--- src/hdl/ffcd_pkg.sv ---
package ffcd_pkg;

	localparam logic [31:0] CANON_NAN = 32'h7FC0_0000;
	localparam logic [31:0] POS_ZERO  = 32'h0000_0000;
	localparam logic [31:0] NEG_ZERO  = 32'h8000_0000;
	localparam logic [31:0] POS_INF   = 32'h7F80_0000;

	localparam int CFG_AW = 2;
	localparam int CFG_DW = 32;

	localparam logic [CFG_AW-1:0] REG_MODE  = 2'd0;
	localparam logic [CFG_AW-1:0] REG_SIGMA = 2'd1;
	localparam logic [CFG_AW-1:0] REG_MASK  = 2'd2;

	typedef enum logic [1:0] {
		MODE_DRIFT    = 2'd0,
		MODE_PARALLEL = 2'd1,
		MODE_TOTAL    = 2'd2,
		MODE_STIFF    = 2'd3
	} mode_t;

	// divider: quotient bits, bits per stage, register stages (setup + iterations + round)
	localparam int DIV_QBITS = 26;
	localparam int DIV_STEP  = 2;
	localparam int DIV_ITERS = DIV_QBITS / DIV_STEP;
	localparam int DIV_LAT   = DIV_ITERS + 2;

	// register stages from accepted request to result strobe
	localparam int PIPE_LAT  = DIV_LAT + 9;
	localparam int ACC_DLY   = DIV_LAT - 5;

	// drift terms: E_low index, B_low index, negated charge
	localparam logic [1:0] DJ [6] = '{2'd1, 2'd2, 2'd0, 2'd2, 2'd0, 2'd1};
	localparam logic [1:0] DK [6] = '{2'd2, 2'd1, 2'd2, 2'd0, 2'd1, 2'd0};
	localparam logic [5:0] DNEG   = 6'b100110;

	typedef struct packed {
		logic [31:0] charge_density;
		logic [31:0] e_x;
		logic [31:0] e_y;
		logic [31:0] e_z;
		logic [31:0] b_x;
		logic [31:0] b_y;
		logic [31:0] b_z;
		logic [63:0] lapse_and_volume;
		logic [63:0] metric_xx_xy;
		logic [63:0] metric_xz_yy;
		logic [63:0] metric_yz_zz;
		logic        interior_flag;
	} req_t;

	typedef struct packed {
		logic [31:0] j_x;
		logic [31:0] j_y;
		logic [31:0] j_z;
	} rsp_t;

	typedef struct packed {
		logic               spec;
		logic [31:0]        spec_val;
		logic               sgn;
		logic signed [11:0] be;
		logic [23:0]        den;
	} div_ctl_t;

	function automatic logic is_nan(input logic [31:0] a);
		return (a[30:23] == 8'hFF) && (a[22:0] != 23'd0);
	endfunction

	function automatic logic is_inf(input logic [31:0] a);
		return (a[30:23] == 8'hFF) && (a[22:0] == 23'd0);
	endfunction

	function automatic logic is_zero(input logic [31:0] a);
		return a[30:0] == 31'd0;
	endfunction

	function automatic logic is_pos(input logic [31:0] a);
		return !a[31] && !is_zero(a) && !is_nan(a);
	endfunction

	function automatic logic [31:0] fneg(input logic [31:0] a);
		return {~a[31], a[30:0]};
	endfunction

	function automatic logic [5:0] lzc51(input logic [50:0] v);
		logic [5:0] n;
		n = 6'd51;
		for (int i = 0; i < 51; i++) begin
			if (v[i]) n = 6'(50 - i);
		end
		return n;
	endfunction

	// sig: leading one at bit 50 (value 1.x * 2^(be-127)), st: bits below sig
	function automatic logic [31:0] round_pack(input logic s, input logic signed [11:0] be,
			input logic [50:0] sig, input logic st_in);
		logic [6:0]  sh;
		logic [50:0] v;
		logic        lost;
		logic [23:0] m;
		logic        g;
		logic        st;
		logic [30:0] pk;
		logic [30:0] r;
		if (be >= 12'sd255) return {s, POS_INF[30:0]};
		if (be < 12'sd1) begin
			sh = (be < -12'sd60) ? 7'd62 : 7'(12'sd1 - be);
		end else begin
			sh = 7'd0;
		end
		v    = sig >> sh;
		lost = |(sig & ~({51{1'b1}} << sh));
		m    = v[50:27];
		g    = v[26];
		st   = st_in | lost | (|v[25:0]);
		pk   = (be < 12'sd1) ? {8'd0, m[22:0]} : {be[7:0], m[22:0]};
		r    = pk + 31'(g & (st | m[0]));
		return {s, r};
	endfunction

	function automatic logic [31:0] fmul(input logic [31:0] a, input logic [31:0] b);
		logic               s;
		logic [23:0]        ma;
		logic [23:0]        mb;
		logic signed [11:0] ea;
		logic signed [11:0] eb;
		logic [47:0]        p;
		logic [5:0]         lz;
		logic [50:0]        sig;
		logic signed [11:0] be;
		s = a[31] ^ b[31];
		if (is_nan(a) || is_nan(b)) return CANON_NAN;
		if (is_inf(a) || is_inf(b)) begin
			return (is_zero(a) || is_zero(b)) ? CANON_NAN : {s, POS_INF[30:0]};
		end
		if (is_zero(a) || is_zero(b)) return {s, 31'd0};
		ma  = {a[30:23] != 8'd0, a[22:0]};
		mb  = {b[30:23] != 8'd0, b[22:0]};
		ea  = (a[30:23] == 8'd0) ? 12'sd1 : $signed({4'd0, a[30:23]});
		eb  = (b[30:23] == 8'd0) ? 12'sd1 : $signed({4'd0, b[30:23]});
		p   = ma * mb;
		lz  = lzc51({p, 3'b000});
		sig = {p, 3'b000} << lz;
		be  = ea + eb - 12'sd126 - $signed({6'd0, lz});
		return round_pack(s, be, sig, 1'b0);
	endfunction

	function automatic logic [31:0] fadd(input logic [31:0] a, input logic [31:0] b);
		logic [31:0] x;
		logic [31:0] y;
		logic [23:0] mx;
		logic [23:0] my;
		logic [8:0]  ex;
		logic [8:0]  ey;
		logic [7:0]  d;
		logic [50:0] xf;
		logic [50:0] yf;
		logic [50:0] ys;
		logic [50:0] sm;
		logic [5:0]  lz;
		logic signed [11:0] be;
		if (is_nan(a) || is_nan(b)) return CANON_NAN;
		if (is_inf(a) && is_inf(b)) return (a[31] != b[31]) ? CANON_NAN : a;
		if (is_inf(a)) return a;
		if (is_inf(b)) return b;
		if (b[30:0] > a[30:0]) begin
			x = b;
			y = a;
		end else begin
			x = a;
			y = b;
		end
		mx = {x[30:23] != 8'd0, x[22:0]};
		my = {y[30:23] != 8'd0, y[22:0]};
		ex = (x[30:23] == 8'd0) ? 9'd1 : {1'b0, x[30:23]};
		ey = (y[30:23] == 8'd0) ? 9'd1 : {1'b0, y[30:23]};
		d  = 8'(ex - ey);
		xf = {1'b0, mx, 26'd0};
		yf = {1'b0, my, 26'd0};
		ys = yf >> d;
		ys[0] = ys[0] | (|(yf & ~({51{1'b1}} << d)));
		sm = (x[31] == y[31]) ? xf + ys : xf - ys;
		if (sm == 51'd0) return {x[31] & y[31], 31'd0};
		lz = lzc51(sm);
		be = $signed({3'd0, ex}) + 12'sd1 - $signed({6'd0, lz});
		return round_pack(x[31], be, sm << lz, 1'b0);
	endfunction

endpackage

--- src/hdl/ffcd_delay.sv ---
module ffcd_delay
	import ffcd_pkg::*;
#(
	parameter int W = 32,
	parameter int D = 1
) (
	input  logic         clk,
	input  logic [W-1:0] d,
	output logic [W-1:0] q
);

	logic [W-1:0] tap_s [D];

	always_ff @(posedge clk) begin
		tap_s[0] <= d;
		for (int i = 1; i < D; i++) begin
			tap_s[i] <= tap_s[i-1];
		end
	end

	assign q = tap_s[D-1];

endmodule

--- config.mk ---
export PLATFORM = sky130hd
export DESIGN_NAME = ffcd_delay
export DESIGN_NICKNAME = d
export VERILOG_FILES = /design/src/hdl/ffcd_pkg.sv /design/src/hdl/ffcd_delay.sv
export SDC_FILE = /design/constraint.sdc
export NUM_CORES = 1
export LEC_CHECK = 0
export BUFFER_PORTS_ARGS = -buffer_cell sky130_fd_sc_hd__buf_4
export CORE_UTILIZATION = 35
export DETAILED_ROUTE_END_ITERATION = 8
export PLACE_DENSITY = 0.81
export SYNTH_ARGS = -nofsm -noshare
export SYNTH_HDL_FRONTEND = slang
export SYNTH_SLANG_ARGS = --single-unit
--- constraint.sdc ---
create_clock -name clk -period 0.95 [get_ports clk]
set_input_delay 0.095 -clock clk [delete_from_list [all_inputs] [get_ports clk]]
set_output_delay 0.095 -clock clk [all_outputs]
set_load 0.005 [all_outputs]
# == Word level (Yosys, flattened, before mapping) ==
# Memories as Yosys holds them, arrays and structs flattened.
# Cells that the tools add are included.
# word_totals
reg_bits,0
mem_bits_rw,32
input_bits,33
output_inout_bits,32
elab_cells,1
n_memories,1
# mem_list
memory,depth,width,rd,rd_ports_with_merged_regs,wr,line,source
tap_s,1,32,1,0,1,ffcd_delay.sv:12,logic [W-1:0] tap_s [D];

# == Logic depth before layout (Yosys ltp) ==
# depth
ltp_word,0
ltp_mapped,0

# == Worst setup path after synthesis ==
# OpenSTA, ideal clock, no wires.
# synth_path
kind,reg-to-output
startpoint,memory tap_s[0][0]
endpoint,output q[0]
arrival_time_ns,0.298
required_time_ns,0.855
setup_slack_ns,0.557
stages_incl_launch_ff,1
path_cell_list,dfxtp_1
# synth_rtl
element,line,source
from (decl),ffcd_delay.sv:12,
to (decl),ffcd_delay.sv:9,output logic [W-1:0] q

==> results by group <==
Global routing
  • Met3 GRT Util: 10.8%
  • Initial antenna violation count: 0
  • Tot GR Track Use: 20.9%
  • Met2 track demand over resource: 40.0%
  • Gr ovfl total: 0
  • Largest net degree at the start of global routing: 10
  • First-pass GRT wire length: 2790 um
  • Most used routing layer: met2
  • Met1 GRT Util: 17.2%
  • Vias in the first global route: 669

Synthesis
  • Yosys reg bits: 32
  • Async S/R FF share, synth: 0%
  • Mapped Cells: 32
  • Post-synth top flop: dfxtp_1
  • Cell taking the most area after synthesis: dfxtp_1
  • Synth top cells by count: dfxtp_1 (32)
  • Cell with the most instances after synthesis: dfxtp_1
  • Yosys synthesis warning count: 0
  • Synthesized cell area: 641 um^2
  • Synth top area share: 100%
  • Post-synth EDFFs: 0
  • Seq/Total Area, Yosys: 100%
  • Top cells by area, synth: dfxtp_1 (100%)
  • Synth cell types: 1
  • Synthesized Nets: 65
  • Mean Syn Cell Area: 20.0 um^2

Critical path
  • Sum of buffers and inverters on the critical path: 1
  • Cell family with most CP delay: flip-flops
  • Critical-path cell list: buf_4
  • Critical Path Max Stage Delay: 0.35 ns
  • WP depth: 1
  • Crit path kind: flip-flop to output port
  • Worst setup SP type: flip-flop
  • Arrival time at the worst endpoint: 0.78 ns
  • Crit. End Element: output port
  • CP Max Fanout: 1
  • CP max-delay cell: dfxtp_1
  • Required @ worst endpoint: 0.85 ns

CTS
  • Longest Clk Path Bufs: 2
  • CTS tree: done
  • Post-CTS Setup Repair Bufs: 0
  • CTS Sinks: 32
  • PostCTS Resize Cnt: 0
  • Hold Buf Count CTS: 32
  • H-Tree Depth: 2
  • CTS clk-pin slew, worst paths: 0.09 ns
  • CTS buffer count: 5
  • Root Buffer: clkbuf_4

Routing
  • Drt wl/cell: 11.6 um
  • Antenna-violating nets left: 0
  • Total Wirelength: 1870 um
  • Vias: 627
  • Drt via density: 3.89
  • Drt first pass iters: 3
  • Drt drc: 0
  • 1st-iter DRT viols: 1

Power
  • Leak Pwr: 0.744 nW
  • Register share of total power: 56.7%
  • Worst IR Drop VDD: 0.00134 V
  • PwrDens: 1650 mW/mm^2
  • Clock power share: 30.5%
  • P_sw: 502 uW
  • Total power: 2.53 mW
  • Sw Share: 19.9%
  • Combinational Power Share: 12.8%
  • P_int: 2.03 mW

STA
  • Measured slew at the worst slew-check pin: 0.0912 ns
  • Final period util: 92.3%
  • Relative slew slack: 93.9%
  • Setup TNS: 0 ns
  • Fin. Hold Viols: 0
  • Final setup violation count: 0
  • Crit path time final: 0.877 ns
  • Slew Limit Fails: 0
  • RSZ-0062 raised after global routing: false
  • Max Fclk: 1140 MHz

Layout
  • Share of cells above drive strength 1: 51.5%
  • Non-filler cells, final: 161
  • Top Registers: tap_s (32)
  • Multi-input logic area: 0 um^2
  • N_diodes: 0
  • Post-layout util: 88.7%
  • Filler Cell Count: 84
  • Layout area overhead: 139%
  • # nets final: 168
  • Largest reg by FF count: tap_s
  • Multi-input comb cells: 0
  • Register area: 641 um^2
  • Max FFs per register: 32

Hold path
  • Hold Crit Class: input port to flip-flop
  • Hold path cells: 2

Placement
  • Post-Place Cells: 121
  • Port bufs: 64
  • GPL Wtd Cong: 0.624

Floorplan
  • # IOs: 65
  • Initial Utilization: 37.1%
  • Num rows: 15
  • Die area: 0.00201 mm^2
  • Die Height: 44.8 um
  • DIE WIDTH: 44.8 um
  • Core ar.: 0.00173 mm^2

Run status
  • Status: finished clean

Job
  • MaxCap Viol Count: 0
layer usage:
metal	vias up	routed length, um	part of all wire [%]
li1	302	-	-
met1	277	602	32
met2	42	1040	55
met3	6	188	10
met4	0	40	2.1
met5	-	0	0
stage by stage:
stage | worst slack (ns) | cell area, um^2 | hold WS [ns]
6_report | 0.0732 | 1530 | 0.422
4_1_cts | 0.0785 | 1530 | 0.401
3_3_place_gp | 0.454 | 1150 | 0.199
5_1_grt | 0.0401 | 1530 | 0.408
2_1_floorplan | 0.557 | 641 | 0.123
3_5_place_dp | 0.439 | 1150 | 0.200
placed cells by master, fill, tap and decap left out:
| cell | instances |
|---|---|
| clkbuf_1 | 2 |
| buf_4 | 64 |
| clkbuf_4 | 5 |
| dfxtp_1 | 32 |
| clkbuf_8 | 1 |
| dlygate4sd3_1 | 32 |
area by class of cell:
class	instances	share of cell area, %
well taps	25	2.04
repair buffers	96	52.3
clock buffers	8	3.84
flip-flops and latches	32	41.8
power groups by stage:
stage	sequential [mW]	combinational (mW)	clock (mW)
global placement	1.46	0.208	0
finish	1.43	0.324	0.770
CTS	1.43	0.318	0.784
global route	1.44	0.346	0.855
floorplan	1.47	0	0
detailed placement	1.46	0.213	0
worst paths after layout:
check / endpoint / slack (ns) / startpoint
hold / removal: tap_s[0][30]$_DFF_P_ / 0.42 / d[30]
setup / recovery: q[0] / 0.07 / tap_s[0][0]$_DFF_P_
cell families (layout without fill, tap and decap cells):
kind of cell	Yosys count	count (layout)	share of synthesized area, %
DFF	32	32	100
buffers and inverters	0	104	0
(Power assumes the default switching activity.)
