File: config.mk
export PLATFORM = sky130hd
export DESIGN_NAME = ffcd_div
export DESIGN_NICKNAME = d
export VERILOG_FILES = /design/src/hdl/ffcd_pkg.sv /design/src/hdl/ffcd_div.sv
export SDC_FILE = /design/constraint.sdc
export NUM_CORES = 2
export LEC_CHECK = 0
export ABC_AREA = 1
export BUFFER_PORTS_ARGS = -buffer_cell sky130_fd_sc_hd__buf_4
export CAP_MARGIN = 20
export CORE_ASPECT_RATIO = 0.5
export CORE_MARGIN = 8
export CORE_UTILIZATION = 25
export DETAILED_ROUTE_END_ITERATION = 8
export GPL_ROUTABILITY_DRIVEN = 0
export PLACE_DENSITY = 0.35
export SLEW_MARGIN = 20
export SYNTH_ARGS = -nofsm -noshare
export SYNTH_HDL_FRONTEND = slang
export SYNTH_SLANG_ARGS = --single-unit
File: constraint.sdc
create_clock -name clk -period 13.2 [get_ports clk]
set_input_delay 3.3 -clock clk [delete_from_list [all_inputs] [get_ports clk]]
set_output_delay 3.3 -clock clk [all_outputs]
set_load 0.02 [all_outputs]
File: src/hdl/ffcd_pkg.sv
package ffcd_pkg;

	localparam logic [31:0] CANON_NAN = 32'h7FC0_0000;
	localparam logic [31:0] POS_ZERO  = 32'h0000_0000;
	localparam logic [31:0] NEG_ZERO  = 32'h8000_0000;
	localparam logic [31:0] POS_INF   = 32'h7F80_0000;

	localparam int CFG_AW = 2;
	localparam int CFG_DW = 32;

	localparam logic [CFG_AW-1:0] REG_MODE  = 2'd0;
	localparam logic [CFG_AW-1:0] REG_SIGMA = 2'd1;
	localparam logic [CFG_AW-1:0] REG_MASK  = 2'd2;

	typedef enum logic [1:0] {
		MODE_DRIFT    = 2'd0,
		MODE_PARALLEL = 2'd1,
		MODE_TOTAL    = 2'd2,
		MODE_STIFF    = 2'd3
	} mode_t;

	// divider: quotient bits, bits per stage, register stages (setup + iterations + round)
	localparam int DIV_QBITS = 26;
	localparam int DIV_STEP  = 2;
	localparam int DIV_ITERS = DIV_QBITS / DIV_STEP;
	localparam int DIV_LAT   = DIV_ITERS + 2;

	// register stages from accepted request to result strobe
	localparam int PIPE_LAT  = DIV_LAT + 9;
	localparam int ACC_DLY   = DIV_LAT - 5;

	// drift terms: E_low index, B_low index, negated charge
	localparam logic [1:0] DJ [6] = '{2'd1, 2'd2, 2'd0, 2'd2, 2'd0, 2'd1};
	localparam logic [1:0] DK [6] = '{2'd2, 2'd1, 2'd2, 2'd0, 2'd1, 2'd0};
	localparam logic [5:0] DNEG   = 6'b100110;

	typedef struct packed {
		logic [31:0] charge_density;
		logic [31:0] e_x;
		logic [31:0] e_y;
		logic [31:0] e_z;
		logic [31:0] b_x;
		logic [31:0] b_y;
		logic [31:0] b_z;
		logic [63:0] lapse_and_volume;
		logic [63:0] metric_xx_xy;
		logic [63:0] metric_xz_yy;
		logic [63:0] metric_yz_zz;
		logic        interior_flag;
	} req_t;

	typedef struct packed {
		logic [31:0] j_x;
		logic [31:0] j_y;
		logic [31:0] j_z;
	} rsp_t;

	typedef struct packed {
		logic               spec;
		logic [31:0]        spec_val;
		logic               sgn;
		logic signed [11:0] be;
		logic [23:0]        den;
	} div_ctl_t;

	function automatic logic is_nan(input logic [31:0] a);
		return (a[30:23] == 8'hFF) && (a[22:0] != 23'd0);
	endfunction

	function automatic logic is_inf(input logic [31:0] a);
		return (a[30:23] == 8'hFF) && (a[22:0] == 23'd0);
	endfunction

	function automatic logic is_zero(input logic [31:0] a);
		return a[30:0] == 31'd0;
	endfunction

	function automatic logic is_pos(input logic [31:0] a);
		return !a[31] && !is_zero(a) && !is_nan(a);
	endfunction

	function automatic logic [31:0] fneg(input logic [31:0] a);
		return {~a[31], a[30:0]};
	endfunction

	function automatic logic [5:0] lzc51(input logic [50:0] v);
		logic [5:0] n;
		n = 6'd51;
		for (int i = 0; i < 51; i++) begin
			if (v[i]) n = 6'(50 - i);
		end
		return n;
	endfunction

	// sig: leading one at bit 50 (value 1.x * 2^(be-127)), st: bits below sig
	function automatic logic [31:0] round_pack(input logic s, input logic signed [11:0] be,
			input logic [50:0] sig, input logic st_in);
		logic [6:0]  sh;
		logic [50:0] v;
		logic        lost;
		logic [23:0] m;
		logic        g;
		logic        st;
		logic [30:0] pk;
		logic [30:0] r;
		if (be >= 12'sd255) return {s, POS_INF[30:0]};
		if (be < 12'sd1) begin
			sh = (be < -12'sd60) ? 7'd62 : 7'(12'sd1 - be);
		end else begin
			sh = 7'd0;
		end
		v    = sig >> sh;
		lost = |(sig & ~({51{1'b1}} << sh));
		m    = v[50:27];
		g    = v[26];
		st   = st_in | lost | (|v[25:0]);
		pk   = (be < 12'sd1) ? {8'd0, m[22:0]} : {be[7:0], m[22:0]};
		r    = pk + 31'(g & (st | m[0]));
		return {s, r};
	endfunction

	function automatic logic [31:0] fmul(input logic [31:0] a, input logic [31:0] b);
		logic               s;
		logic [23:0]        ma;
		logic [23:0]        mb;
		logic signed [11:0] ea;
		logic signed [11:0] eb;
		logic [47:0]        p;
		logic [5:0]         lz;
		logic [50:0]        sig;
		logic signed [11:0] be;
		s = a[31] ^ b[31];
		if (is_nan(a) || is_nan(b)) return CANON_NAN;
		if (is_inf(a) || is_inf(b)) begin
			return (is_zero(a) || is_zero(b)) ? CANON_NAN : {s, POS_INF[30:0]};
		end
		if (is_zero(a) || is_zero(b)) return {s, 31'd0};
		ma  = {a[30:23] != 8'd0, a[22:0]};
		mb  = {b[30:23] != 8'd0, b[22:0]};
		ea  = (a[30:23] == 8'd0) ? 12'sd1 : $signed({4'd0, a[30:23]});
		eb  = (b[30:23] == 8'd0) ? 12'sd1 : $signed({4'd0, b[30:23]});
		p   = ma * mb;
		lz  = lzc51({p, 3'b000});
		sig = {p, 3'b000} << lz;
		be  = ea + eb - 12'sd126 - $signed({6'd0, lz});
		return round_pack(s, be, sig, 1'b0);
	endfunction

	function automatic logic [31:0] fadd(input logic [31:0] a, input logic [31:0] b);
		logic [31:0] x;
		logic [31:0] y;
		logic [23:0] mx;
		logic [23:0] my;
		logic [8:0]  ex;
		logic [8:0]  ey;
		logic [7:0]  d;
		logic [50:0] xf;
		logic [50:0] yf;
		logic [50:0] ys;
		logic [50:0] sm;
		logic [5:0]  lz;
		logic signed [11:0] be;
		if (is_nan(a) || is_nan(b)) return CANON_NAN;
		if (is_inf(a) && is_inf(b)) return (a[31] != b[31]) ? CANON_NAN : a;
		if (is_inf(a)) return a;
		if (is_inf(b)) return b;
		if (b[30:0] > a[30:0]) begin
			x = b;
			y = a;
		end else begin
			x = a;
			y = b;
		end
		mx = {x[30:23] != 8'd0, x[22:0]};
		my = {y[30:23] != 8'd0, y[22:0]};
		ex = (x[30:23] == 8'd0) ? 9'd1 : {1'b0, x[30:23]};
		ey = (y[30:23] == 8'd0) ? 9'd1 : {1'b0, y[30:23]};
		d  = 8'(ex - ey);
		xf = {1'b0, mx, 26'd0};
		yf = {1'b0, my, 26'd0};
		ys = yf >> d;
		ys[0] = ys[0] | (|(yf & ~({51{1'b1}} << d)));
		sm = (x[31] == y[31]) ? xf + ys : xf - ys;
		if (sm == 51'd0) return {x[31] & y[31], 31'd0};
		lz = lzc51(sm);
		be = $signed({3'd0, ex}) + 12'sd1 - $signed({6'd0, lz});
		return round_pack(x[31], be, sm << lz, 1'b0);
	endfunction

endpackage

File: src/hdl/ffcd_div.sv
module ffcd_div
	import ffcd_pkg::*;
(
	input  logic        clk,
	input  logic [31:0] a,
	input  logic [31:0] b,
	output logic [31:0] q
);

	div_ctl_t    ctl_s [DIV_ITERS+1];
	logic [25:0] rem_s [DIV_ITERS+1];
	logic [25:0] quo_s [DIV_ITERS+1];
	logic [31:0] q_s;

	div_ctl_t           ctl0;
	logic [23:0]        ma;
	logic [23:0]        mb;
	logic [23:0]        na;
	logic [23:0]        nb;
	logic signed [11:0] ea;
	logic signed [11:0] eb;
	logic [5:0]         lza;
	logic [5:0]         lzb;

	always_comb begin
		ma  = {a[30:23] != 8'd0, a[22:0]};
		mb  = {b[30:23] != 8'd0, b[22:0]};
		lza = lzc51({ma, 27'd0});
		lzb = lzc51({mb, 27'd0});
		na  = ma << lza;
		nb  = mb << lzb;
		ea  = ((a[30:23] == 8'd0) ? 12'sd1 : $signed({4'd0, a[30:23]})) - $signed({6'd0, lza});
		eb  = ((b[30:23] == 8'd0) ? 12'sd1 : $signed({4'd0, b[30:23]})) - $signed({6'd0, lzb});
		ctl0.sgn      = a[31] ^ b[31];
		ctl0.be       = ea - eb + 12'sd127;
		ctl0.den      = nb;
		ctl0.spec     = 1'b1;
		ctl0.spec_val = CANON_NAN;
		if (is_nan(a) || is_nan(b) || (is_inf(a) && is_inf(b))
				|| (is_zero(a) && is_zero(b))) begin
			ctl0.spec_val = CANON_NAN;
		end else if (is_inf(a) || is_zero(b)) begin
			ctl0.spec_val = {a[31] ^ b[31], POS_INF[30:0]};
		end else if (is_inf(b) || is_zero(a)) begin
			ctl0.spec_val = {a[31] ^ b[31], 31'd0};
		end else begin
			ctl0.spec = 1'b0;
		end
	end

	always_ff @(posedge clk) begin
		ctl_s[0] <= ctl0;
		rem_s[0] <= {2'b00, na};
		quo_s[0] <= '0;
	end

	for (genvar k = 1; k <= DIV_ITERS; k++) begin : g_iter
		logic [25:0] r;
		logic [25:0] qv;
		always_comb begin
			r  = rem_s[k-1];
			qv = quo_s[k-1];
			for (int j = 0; j < DIV_STEP; j++) begin
				if (r >= {2'b00, ctl_s[k-1].den}) begin
					r  = r - {2'b00, ctl_s[k-1].den};
					qv = {qv[24:0], 1'b1};
				end else begin
					qv = {qv[24:0], 1'b0};
				end
				r = {r[24:0], 1'b0};
			end
		end
		always_ff @(posedge clk) begin
			ctl_s[k] <= ctl_s[k-1];
			rem_s[k] <= r;
			quo_s[k] <= qv;
		end
	end

	div_ctl_t    cf;
	logic [25:0] qf;
	logic [50:0] sig;
	logic        lz1;

	always_comb begin
		cf  = ctl_s[DIV_ITERS];
		qf  = quo_s[DIV_ITERS];
		lz1 = ~qf[25];
		sig = qf[25] ? {qf, 25'd0} : {qf[24:0], 26'd0};
	end

	always_ff @(posedge clk) begin
		q_s <= cf.spec ? cf.spec_val
			: round_pack(cf.sgn, cf.be - $signed({11'd0, lz1}), sig,
				rem_s[DIV_ITERS] != 26'd0);
	end

	assign q = q_s;

endmodule

* Word level (Yosys, flattened, before mapping)
Memories as Yosys holds them, arrays and structs flattened.
Cells that the tools add are included.
** Cells by class
- $add $sub $neg :: 33
- Magnitude comparators :: 29
- Equal/unequal tests :: 2
- Shift-type cells :: 4
- Multiplexer cells :: 117
- Bitwise operators :: 8
- Reductions and logical operators :: 24
** Operators with widths (count)
- $ge 26x24->1 :: 26
- $mux 25 :: 26
- $sub 25x24->25 :: 26
- $mux 6 :: 48
- $mux 32 :: 6
- $logic_not 31->1 :: 2
- $and 51x51->51 :: 1
- $mux 51 :: 1
- $not 51->51 :: 1
- $reduce_or 51->1 :: 1
- $shl 51x7->51 const A :: 1
- $shr 51x7->50 :: 1
- $shl 24x6->24 :: 2
- $logic_not 23->1 :: 2
- $reduce_bool 23->1 :: 2
- $add 31x1->31 :: 1
- $mux 31 :: 1
- $mux 1 :: 30
- $reduce_bool 26->1 :: 1
- $reduce_or 26->1 :: 1
- $mux 7 :: 3
- $sub 8x6->9 :: 2
- $eq 8x8->1 const B :: 2
- $logic_not 8->1 :: 2
- other kinds (15) :: 28
** Word-level totals
- Register bits :: 32
- Memory bits (writable) :: 1708
- Bits of input ports :: 65
- Output and inout port bits :: 32
- Memories kept :: 3
** Memory list
- ctl_s :: words 14, width 70, read ports 14, clocked after memory_dff 0, wr ports 14, RTL line ffcd_div.sv:10 : div_ctl_t ctl_s [DIV_ITERS+1];
- quo_s :: words 14, width 26, read ports 14, clocked after memory_dff 0, wr ports 14, RTL line ffcd_div.sv:12 : logic [25:0] quo_s [DIV_ITERS+1];
- rem_s :: words 14, width 26, read ports 14, clocked after memory_dff 0, wr ports 14, RTL line ffcd_div.sv:11 : logic [25:0] rem_s [DIV_ITERS+1];

* Longest topological paths before layout
- Depth after elaboration :: 27
- Gate-level depth with buffers :: 41
- Mapped depth without buffers :: 38

* Worst setup path before layout
Ideal clock, no wire load.
- Path type :: input-to-reg
- From :: input b[1]
- To :: memory ctl_s[0][33] in the netlist's numbering
- Setup time :: 0.118 ns
- Arrival :: 7.359 ns
- Required time :: 13.082 ns
- Slack :: 5.724 ns
- Stages on the path :: 33
- Buffers on the path :: 1
- Cell sequence :: inv_1 > o21ai_0 > a21oi_1 > o21ai_0 > nand2_1 > nand2_1 > nand2_1 > nand2_1 > nand2_1 > nand2_1 > nand2_1 > nand2_1 > nand2_1 > nand2_1 > a21oi_1 > o21ai_0 > nand2_1 > clkbuf_1 > ha_1 > fa_1 > o21ai_0 > xor2_1 > ha_1 > ha_1 > a21oi_1 > nand2_1 > a21oi_1 > inv_1 > a21oi_1 > nor2_1 > o21ai_0 > nand2_1 > xor2_1
** RTL lines
- start: declaration :: RTL line ffcd_div.sv:6 : input logic [31:0] b,
- end: declaration :: RTL line ffcd_div.sv:10

==> run metrics <==
Synth area leaders=dfxtp_1 (34%), ha_1 (12%), nand2_1 (12%); EDFF count, synth=0; drt total wl=193 mm; Synth area leader=dfxtp_1; Worst Path Arrival=8.45 ns; initial antenna violation count=1; first-pass GRT wire length=305 mm; Tmin final=~8 ns; P&R area growth vs syn=13.1%; outcome=complete, no violations; sequential fraction of the synthesis area=0.339; GR Util All Layers=0.135; reg2reg path depth=27; Pre-antenna DRT Iters=5; layout cell share with drive strength beyond 1=0.0497; fmax=~0.13 GHz; Hold WS=0.320 ns; largest net degree at the start of global routing=about 50; clk sinks=1,099; Hold Violations, Final=0; clock skew=0.0533 ns; Final Cell Area=0.0735 sq mm; Max transition margin=0.315; area of the multi-input gates=0.0382 sq mm; Final Setup Violations=0; Post-Syn Area=approximately 0.065 sq mm; Crit. End Element=register; Remaining Overflow, GRT=0; hpwl dp=160 mm; Post-Syn Instances=8,902; PostCTS Resize Cnt=0; Slew Viols, Final=0; Longest Clk Path Bufs=3; TritonCTS Buffers=112; TritonCTS clock tree=done; Worst Setup Path Type=register to register; Starting Density=0.251; die area=0.277 sq mm; clk_lat worst skew=0.76 ns; Buffers on Ports=96; Iter 0 DRT Violations=roughly 2,600; CTS Hold Bufs=0; number of global-route vias before repair=between 50,000 and 60,000; Die Y=376 microns; Avg Vias per Cell=between 4 and 5; nets@finish=just under 10,000; synth unique cells=70; largest fanout on the critical path=32; Slew @ Worst Pin=1.02 ns; most common cell after layout, fill and taps aside=nand2_1; Max Cap Viol=0; sequential cell area=0.0220 sq mm; worst hold-check path type=register to register; clk root buf=clkbuf_16; setup TNS=0 ns; Startpoint Class=register; RSZ-0062 raised after global routing=false; # DRC=0; clk slew on worst S/H paths=roughly 0.070 ns; worst hold path depth=0; num ports=97; die width=737 microns; Main synth FF type=dfxtp_1; Yosys reg bits=1,099; Mapped Nets=9,625; Post-synth ARST share=0; core area=0.259 sq mm; DP Area=0.0696 sq mm; fin crit share=0.591; num rows=132; Synth top area share=0.339; routed vias=about 54,000; synthesized area per cell=7.30 sq um; filler instances=28,500; commonest non-fill, non-tap cells in the layout=nand2_1 (2,123), dfxtp_1 (1,099), inv_1 (1,041); CTS H-tree depth=3; post-CTS setup repair buffer count=0; Wirelength per Cell=15.4 microns; warnings from Yosys=0; Detail Route Antenna Nets=0; Required @ worst endpoint=13.85 ns
==> cell families after synthesis <==
group | Yosys count | synth area share
simple gates | 3531 | 0.229
buf+inv | 1246 | 0.0737
fa+ha+maj | 658 | 0.129
mux | 5 | 0.000847
compound gates | 1774 | 0.150
flops | 1099 | 0.339
xor+xnor | 589 | 0.0795
==> synthesized netlist by cell type, types with 17 or more instances <==
library cell and instances:
o211ai_1 27, dfxtp_1 1099, nor3_1 81, ha_1 641
nor4_1 22, inv_1 1041, fa_1 17, nand4_1 83
o21ai_0 627, a21o_1 26, xor2_1 322, or2_2 43
buf_2 44, a21oi_1 766, nor2_1 473, a211oi_1 17
nand3b_1 21, o21bai_1 42, a31oi_1 31, xnor2_1 266
o21ai_1 57, nand3_1 624, a221oi_1 17, o21a_1 38
clkbuf_1 120, a21boi_1 26, a21boi_0 34, nand2_1 2123
==> state kept, by name (all words and copies together) (netlist names) <==
signal and cells:
ctl_s 536, rem_s 349, quo_s 182, q 32
==> worst max-delay path: stages (launching register included) <==
cell and delay (ns):
dfxtp_1 0.49, inv_1 0.17, fa_1 0.46, a221o_1 0.37
nand3_1 0.08, nand2_1 0.08, nand3_1 0.08, nand2_1 0.12
a21oi_1 0.22, inv_1 0.09, nand3_1 0.07, nand3_1 0.61
inv_1 0.93, o21ai_0 0.28, ha_1 0.40, a21oi_1 0.17
inv_1 0.05, a31oi_1 0.23, o21ai_1 0.14, a21boi_1 0.22
o21ai_1 0.13, a21boi_1 0.24, o21ai_1 0.16, a21oi_1 0.23
o21ai_1 0.13, a21boi_1 0.27, nand3_1 0.78, o21ai_0 0.48
==> cell type report <==
| class | count | area share |
|---|---|---|
| multi-input combinational | 6557 | 0.520 |
| clock inverter | 65 | 0.0117 |
| inverter | 1062 | 0.0543 |
| tap | 3484 | 0.0593 |
| sequential | 1099 | 0.299 |
| antenna | 1 | 0.0000340 |
| clock buffer | 140 | 0.0415 |
| timing repair buffer | 134 | 0.0137 |
==> per-stage QoR <==
| stage | cells | utilization | setup slack (ns) |
|---|---|---|---|
| 6_report | 12500 | 0.284 | 5.40 |
| 5_1_grt | 12500 | 0.284 | 4.40 |
| 4_1_cts | 12500 | 0.284 | 5.20 |
| 3_5_place_dp | 12300 | 0.269 | 5.16 |
| 3_3_place_gp | 12300 | 0.269 | 5.03 |
| 2_1_floorplan | 8902 | - | 5.72 |
==> final timing paths <==
check | startpoint | endpoint | slack (ns)
setup / recovery | ctl_s[0][140] | rem_s[0][95] | 5.40
hold reg to reg | ctl_s[0][207] | ctl_s[0][277] | 0.32
setup reg to reg | ctl_s[0][140] | rem_s[0][95] | 5.40
hold / removal | ctl_s[0][207] | ctl_s[0][277] | 0.32
==> layer usage <==
metal  track usage  wire length, microns  vias to the layer above
li1              -                     -                    29500
met1         0.180                 94900                    24200
met2         0.231                 88800                      528
met3        0.0174                  4930                      221
met4        0.0324                  4510                        0
met5             0                     0                        -
Power is left out: the tool's default activity adds up to more than one toggle a clock period on the data nets, which glitch-free logic cannot reach.
